<file path="config.mk">
export PLATFORM = sky130hd
export DESIGN_NAME = variable_selection_argbest
export DESIGN_NICKNAME = d
export VERILOG_FILES = /design/src/rtl/vsa_pkg.sv /design/src/rtl/vsa_cmp.sv /design/src/rtl/variable_selection_argbest.sv
export SDC_FILE = /design/constraint.sdc
export NUM_CORES = 1
export LEC_CHECK = 0
export BUFFER_PORTS_ARGS = -buffer_cell sky130_fd_sc_hd__buf_2
export CAP_MARGIN = 30
export CORE_MARGIN = 5
export CORE_UTILIZATION = 58
export CTS_CLUSTER_SIZE = 20
export DETAILED_ROUTE_END_ITERATION = 6
export PLACE_DENSITY = 0.8
export SLEW_MARGIN = 20
export SYNTH_ARGS = -nofsm -noshare
export SYNTH_HDL_FRONTEND = slang
export SYNTH_SLANG_ARGS = --single-unit
export TNS_END_PERCENT = 30
</file>
<file path="constraint.sdc">
create_clock -name aclk -period 10.65 [get_ports aclk]
set_input_delay 0 -clock aclk [delete_from_list [all_inputs] [get_ports aclk]]
set_output_delay 0 -clock aclk [all_outputs]
set_load 0.02 [all_outputs]
</file>
<file path="src/rtl/vsa_pkg.sv">
package vsa_pkg;

    localparam int IDX_W   = 12;
    localparam int DOM_W   = 27;
    localparam int SUSP_W  = 16;
    localparam int COUNT_W = 13;
    localparam int CFG_IDX_W  = 4;
    localparam int CFG_DATA_W = 8;

    localparam int ORDER_W = 3;
    localparam int VALUE_W = 2;

    // register indexes
    localparam logic [CFG_IDX_W-1:0] REG_ORDER_MODE = CFG_IDX_W'(0);
    localparam logic [CFG_IDX_W-1:0] REG_VALUE_MODE = CFG_IDX_W'(1);

    // order modes; unlisted codes behave as ORDER_FIRST
    localparam logic [ORDER_W-1:0] ORDER_FIRST    = 3'd0;
    localparam logic [ORDER_W-1:0] ORDER_MIN_SIZE = 3'd1;
    localparam logic [ORDER_W-1:0] ORDER_MAX_MAX  = 3'd2;
    localparam logic [ORDER_W-1:0] ORDER_MIN_MIN  = 3'd3;
    localparam logic [ORDER_W-1:0] ORDER_MAX_SUSP = 3'd4;

    // value modes; the unlisted code behaves as VALUE_MID
    localparam logic [VALUE_W-1:0] VALUE_MIN = 2'd0;
    localparam logic [VALUE_W-1:0] VALUE_MAX = 2'd1;
    localparam logic [VALUE_W-1:0] VALUE_MID = 2'd2;

    localparam logic STATUS_CHOSEN = 1'b0;
    localparam logic STATUS_EMPTY  = 1'b1;

    typedef struct packed {
        logic [IDX_W-1:0]  var_index;
        logic              is_determined;
        logic [DOM_W-1:0]  dom_size;
        logic [DOM_W-1:0]  dom_min;
        logic [DOM_W-1:0]  dom_max;
        logic [DOM_W-1:0]  dom_mid;
        logic [SUSP_W-1:0] susp_count;
        logic              last;
    } in_item_t;

    typedef struct packed {
        logic               status;
        logic [IDX_W-1:0]   selected_index;
        logic [DOM_W-1:0]   chosen_value;
        logic [COUNT_W-1:0] kept_count;
    } out_item_t;

    // keys that take part in the ordering
    typedef struct packed {
        logic [DOM_W-1:0]  size;
        logic [DOM_W-1:0]  min;
        logic [DOM_W-1:0]  max;
        logic [SUSP_W-1:0] susps;
    } order_key_t;

endpackage

</file>
<file path="src/rtl/vsa_cmp.sv">
module vsa_cmp (
    input  logic [vsa_pkg::ORDER_W-1:0] order_mode,
    input  vsa_pkg::order_key_t         cand,
    input  vsa_pkg::order_key_t         best,
    output logic                        beats
);
    import vsa_pkg::*;

    always_comb begin
        unique case (order_mode)
            ORDER_MIN_SIZE: beats = cand.size < best.size;
            ORDER_MAX_MAX:  beats = cand.max > best.max;
            ORDER_MIN_MIN:  beats = cand.min < best.min;
            ORDER_MAX_SUSP: begin
                if (cand.susps != best.susps) begin
                    beats = cand.susps > best.susps;
                end else begin
                    beats = cand.size < best.size;
                end
            end
            default: beats = 1'b0;
        endcase
    end

endmodule

</file>
<file path="src/rtl/variable_selection_argbest.sv">
// Channel  | Handshake          | Payload
// ---------+--------------------+-------------------------------------
// input    | s_valid / s_ready  | s_data   (vsa_pkg::in_item_t)
// result   | m_valid / m_ready  | m_data   (vsa_pkg::out_item_t)
// config   | cfg_valid/cfg_ready| cfg_index, cfg_data
//
// One descriptor per cycle, bar a last item held by a stalled result: each
// transaction is registered, then compared against the registered best (a
// 27-bit compare, or a 16-bit compare and a 27-bit compare in suspension
// order). The result is then registered. Reset clears the handshake state,
// the scan state and both mode registers. A stalled result holds only
// items marked last; other items keep flowing while the result waits.
module variable_selection_argbest #(
    parameter int MAX_ITEMS = 4096
) (
    input  logic                             aclk,
    input  logic                             aresetn,
    input  logic                             s_valid,
    output logic                             s_ready,
    input  vsa_pkg::in_item_t                s_data,
    output logic                             m_valid,
    input  logic                             m_ready,
    output vsa_pkg::out_item_t               m_data,
    input  logic                             cfg_valid,
    output logic                             cfg_ready,
    input  logic [vsa_pkg::CFG_IDX_W-1:0]    cfg_index,
    input  logic [vsa_pkg::CFG_DATA_W-1:0]   cfg_data
);
    import vsa_pkg::*;

    localparam int CountCapInt = (MAX_ITEMS < 8191) ? MAX_ITEMS : 8191;
    localparam logic [COUNT_W-1:0] CountCap = COUNT_W'(CountCapInt);

    logic [ORDER_W-1:0] order_mode_reg;
    logic [VALUE_W-1:0] value_mode_reg;

    logic               in_valid_reg;
    in_item_t           in_item_reg;

    logic               have_best_reg, have_best_next;
    logic [IDX_W-1:0]   best_index_reg, best_index_next;
    order_key_t         best_key_reg, best_key_next;
    logic [DOM_W-1:0]   best_mid_reg, best_mid_next;
    logic [COUNT_W-1:0] count_reg, count_next;

    logic               out_valid_reg;
    out_item_t          out_item_reg, out_item_next;

    order_key_t         cand_key;
    logic               beats;
    logic               advance;
    logic               take;

    assign cfg_ready = 1'b1;

    always_ff @(posedge aclk) begin
        if (!aresetn) begin
            order_mode_reg <= ORDER_FIRST;
            value_mode_reg <= VALUE_MIN;
        end else if (cfg_valid) begin
            unique case (cfg_index)
                REG_ORDER_MODE: order_mode_reg <= cfg_data[ORDER_W-1:0];
                REG_VALUE_MODE: value_mode_reg <= cfg_data[VALUE_W-1:0];
                default: ;
            endcase
        end
    end

    // a last item needs a free result register to move on
    assign advance = in_valid_reg &&
                     (!in_item_reg.last || !out_valid_reg || m_ready);
    assign s_ready = !in_valid_reg || advance;

    always_ff @(posedge aclk) begin
        if (!aresetn) begin
            in_valid_reg <= 1'b0;
        end else if (s_ready) begin
            in_valid_reg <= s_valid;
        end
    end

    always_ff @(posedge aclk) begin
        if (s_ready && s_valid) begin
            in_item_reg <= s_data;
        end
    end

    assign cand_key = '{size:  in_item_reg.dom_size,
                        min:   in_item_reg.dom_min,
                        max:   in_item_reg.dom_max,
                        susps: in_item_reg.susp_count};

    vsa_cmp u_cmp (
        .order_mode (order_mode_reg),
        .cand       (cand_key),
        .best       (best_key_reg),
        .beats      (beats)
    );

    assign take = !in_item_reg.is_determined && (!have_best_reg || beats);

    always_comb begin
        have_best_next  = have_best_reg;
        best_index_next = best_index_reg;
        best_key_next   = best_key_reg;
        best_mid_next   = best_mid_reg;
        count_next      = count_reg;
        if (!in_item_reg.is_determined && count_reg < CountCap) begin
            count_next = count_reg + COUNT_W'(1);
        end
        if (take) begin
            have_best_next  = 1'b1;
            best_index_next = in_item_reg.var_index;
            best_key_next   = cand_key;
            best_mid_next   = in_item_reg.dom_mid;
        end
    end

    always_comb begin
        out_item_next = '0;
        if (have_best_next) begin
            out_item_next.status         = STATUS_CHOSEN;
            out_item_next.selected_index = best_index_next;
            out_item_next.kept_count     = count_next;
            unique case (value_mode_reg)
                VALUE_MIN: out_item_next.chosen_value = best_key_next.min;
                VALUE_MAX: out_item_next.chosen_value = best_key_next.max;
                default:   out_item_next.chosen_value = best_mid_next;
            endcase
        end else begin
            out_item_next.status = STATUS_EMPTY;
        end
    end

    // clear the scan after the last item of a vector
    always_ff @(posedge aclk) begin
        if (!aresetn) begin
            have_best_reg  <= 1'b0;
            best_index_reg <= '0;
            best_key_reg   <= '0;
            best_mid_reg   <= '0;
            count_reg      <= '0;
        end else if (advance) begin
            if (in_item_reg.last) begin
                have_best_reg  <= 1'b0;
                best_index_reg <= '0;
                best_key_reg   <= '0;
                best_mid_reg   <= '0;
                count_reg      <= '0;
            end else begin
                have_best_reg  <= have_best_next;
                best_index_reg <= best_index_next;
                best_key_reg   <= best_key_next;
                best_mid_reg   <= best_mid_next;
                count_reg      <= count_next;
            end
        end
    end

    always_ff @(posedge aclk) begin
        if (!aresetn) begin
            out_valid_reg <= 1'b0;
        end else if (advance && in_item_reg.last) begin
            out_valid_reg <= 1'b1;
        end else if (m_ready) begin
            out_valid_reg <= 1'b0;
        end
    end

    always_ff @(posedge aclk) begin
        if (advance && in_item_reg.last) begin
            out_item_reg <= out_item_next;
        end
    end

    assign m_valid = out_valid_reg;
    assign m_data  = out_item_reg;

endmodule

</file>
==> reports/summary.txt <==
average via count per standard cell = 5.93
antenna-violating nets left = 0
Switching Share = 0.233
post-DR wirelength/cell = 19.9 um
number of clock sinks seen by CTS = 348
post-CTS setup repair buffer count = 0
worst-path maximum fanout = 69
Total Routing Usage GR = 0.265
most used flip-flop cell after synthesis = edfxtp_1
DRC Markers = 0
setup repair after global routing missed its margin = no
run status = completed
largest stage delay on the critical path = 720 ps
Hold Buf Count CTS = 153
Static Leakage = 7.64 nW
number of hold violations in the final report = 0
worst vdd ir = 134 uV
CTS buffer count = 38
overall die width = 174 um
global placer's final weighted congestion = 0.794
Mapped Area = 15500 sq um
effective utilization at floorplan = 0.592
dpl hpwl = 23.7 mm
total die area = 30100 sq um
nets = 1954
slew margin rel. = 0.362
arrival time at the worst endpoint = 5590 ps
relative contribution of combinational cells to total power = 0.088
slowest stage cell on the critical path = nand2_2
Max Root-Sink Buffers = 3
post-synthesis to final-layout area growth = 26.2%
fraction of layout cells with a size suffix above 1 = 0.173
kind of critical path = reg2reg
upper clock frequency limit = 193 MHz
global-route wire length before repair = 65.1 mm
initial drt markers = 1189
level count of the clock H-tree = 2
routed via count = 12300
actual slew at the worst max-slew pin = 949 ps
Final Skew = 19.0 ps
wire length after detailed routing = 41.1 mm
Final Critical Period = 5180 ps
number of cells produced by synthesis = 1379
total overflow reported by the global router = 0
Netlist cell types = 65
Critical Path Sink Type = flip-flop
CTS tree = yes
data required time of the worst path = 11060 ps
proportion of synthesized chip area in sequential cells = 0.572
number of synthesized flops with an enable pin = 191
Final Util = 0.747
cell area power density = 159 nW/um^2
clock group share of total power = 0.427
series of cell instances along the critical path = ha_1 > and3b_1 > a211oi_1 > o32ai_1 > o311ai_0 > a41o_1 > a41o_2 > buf_4 > nand2_2 > and3_4 > buf_16 > a22o_1
YS warnings = 0
launching element type of the critical path = flip-flop
kind of path behind the tightest hold check = in2reg
Resized cells post-CTS = 0
clock root cell = clkbuf_16
# IOs = 211
Internal Pwr Total = 0.00238 W
Die Ht = 174 um
mean area per synthesized cell = 11.3 sq um
port buffer count = 204
fraction of power consumed by sequential logic = 0.485
max-slew violation count = 0
total negative slack for setup checks = 0 ps
flip-flop and latch count after synthesis = 348
CTS clk-pin slew, worst paths = 60 ps
antenna violations before repair = 3
core area = 26200 sq um
setup-violating endpoint count in the final report = 0
largest net degree at the start of global routing = 83
clock insertion delay at the later pin of the skew report = 530 ps
via count of the first global-routing pass = 12400
detailed-routing iteration count for the pre-antenna-repair pass = 5
maximum capacitance violations = 0
part of the cycle the worst path needs = 0.486
syn_nets = 1630
Psw = 0.000725 W
num rows = 59
async set-or-reset flop fraction in the synthesized netlist = 0
[critical path, delay by kind of cell (launching register included)]
kind	cells	cell delay, ps
buffers and inverters	2	870
AND/OR/NAND/NOR	3	1530
adder cells (fa/ha/maj)	1	330
flip-flops	1	410
AO/OA/AOI/OAI	6	1780
[synthesized netlist by cell type (4+ instances only)]
| cell type | number | area (sq um) |
|---|---|---|
| edfxtp_1 | 191 | 5740 |
| dfxtp_1 | 157 | 3140 |
| inv_1 | 129 | 484 |
| nand2_1 | 100 | 375 |
| ha_1 | 96 | 1200 |
| a21oi_1 | 95 | 475 |
| a22o_1 | 93 | 815 |
| o21ai_0 | 64 | 320 |
| a21boi_0 | 50 | 375 |
| nand3_1 | 47 | 235 |
| clkbuf_1 | 44 | 165 |
| buf_2 | 40 | 200 |
| nor2_1 | 31 | 116 |
| a211oi_1 | 27 | 203 |
| nor4_1 | 27 | 169 |
| a31oi_1 | 26 | 163 |
| o211a_1 | 26 | 260 |
| nand4_1 | 16 | 100 |
| nor2b_1 | 13 | 81.3 |
| nor3_1 | 9 | 45.0 |
| a21o_1 | 8 | 60.1 |
| nand2b_1 | 8 | 50.1 |
| o211ai_1 | 6 | 45.0 |
| xnor2_1 | 6 | 52.6 |
| and2_1 | 5 | 31.3 |
| xor2_1 | 5 | 43.8 |
| mux4_2 | 4 | 90.1 |
[metal layers]
metal,GRT usage,vias to the layer above,routed length [um]
li1,-,5750,-
met1,0.346,5877,16800
met2,0.452,566,20100
met3,0.0432,97,2940
met4,0.0917,0,1310
met5,0,-,0
[cell usage in the layout, fill, tap and decap left out, types with 4 or more instances in the layout]
cell type / Yosys / layout
clkbuf_16: 0 / 41
a21boi_0: 50 / 50
nand2b_1: 8 / 8
nor2b_1: 13 / 13
nand3_1: 47 / 47
dfxtp_1: 157 / 157
and2_1: 5 / 4
edfxtp_1: 191 / 191
inv_1: 129 / 127
mux4_2: 4 / 4
a31oi_1: 26 / 25
nor4_1: 27 / 27
a21o_1: 8 / 8
a22o_1: 93 / 93
buf_4: 1 / 11
o211a_1: 26 / 26
xnor2_1: 6 / 6
o211ai_1: 6 / 6
buf_2: 40 / 204
nand4_1: 16 / 16
clkinv_1: 0 / 5
dlygate4sd3_1: 0 / 153
nor2_1: 31 / 31
nand2_1: 100 / 100
clkinv_2: 0 / 13
a21oi_1: 95 / 95
nor3_1: 9 / 9
o21ai_0: 64 / 64
xor2_1: 5 / 5
clkbuf_1: 44 / 6
a211oi_1: 27 / 27
ha_1: 96 / 96
[through the flow]
stage / instances / instance area, sq um / power, W / hold WS (ps) / setup WS, ps
finish: 2071 / 19600 / 0.00311 / 81.1 / 5470
global placement: 1841 / 16700 / 0.00174 / 176 / 5510
detailed placement: 1844 / 16800 / 0.00175 / 178 / 5570
CTS: 2067 / 19600 / 0.00310 / 78.8 / 5500
global route: 2071 / 19600 / 0.00321 / 76.1 / 5260
floorplan: 1379 / 15500 / 0.00167 / 98.9 / 1830
[cell families (layout without fill, tap and decap cells)]
group | count (synthesis) | after routing | share of synthesized area
other cells | 1 | 4 | 0.000242
mux | 7 | 7 | 0.00774
fa+ha+maj | 96 | 96 | 0.0774
simple gates | 277 | 277 | 0.0893
xor+xnor | 11 | 11 | 0.00621
flops | 348 | 348 | 0.572
compound gates | 422 | 422 | 0.191
buf+inv | 217 | 571 | 0.0564
[power groups by stage]
| stage | Combinational [W] | Sequential, W | Clock, W |
|---|---|---|---|
| global placement | 0.000214 | 0.00153 | 0 |
| detailed placement | 0.000224 | 0.00153 | 0 |
| finish | 0.000275 | 0.00150 | 0.00133 |
| CTS | 0.000267 | 0.00150 | 0.00133 |
| global route | 0.000301 | 0.00151 | 0.00140 |
| floorplan | 0.000136 | 0.00154 | 0 |
[area by class of cell]
class	count	area (sq um)
clock buffer	49	1080
inverter	129	484
clock inverter	21	178
multi-input combinational	814	5810
antenna	3	7.51
fill	1677	6620
tap	335	419
sequential	348	8880
timing repair buffer	372	2730
[worst paths after layout]
kind,start,end,slack [ps],cells past startpoint
max reg2reg,cand_key[18],best_mid_reg[3],5470,12
max,cand_key[18],best_mid_reg[3],5470,12
min reg2reg,best_index_reg[2],best_index_reg[2],470,1
min,cfg_index[3],value_mode_reg[1],80,5
Note: power is estimated with default switching activity, not from simulation.
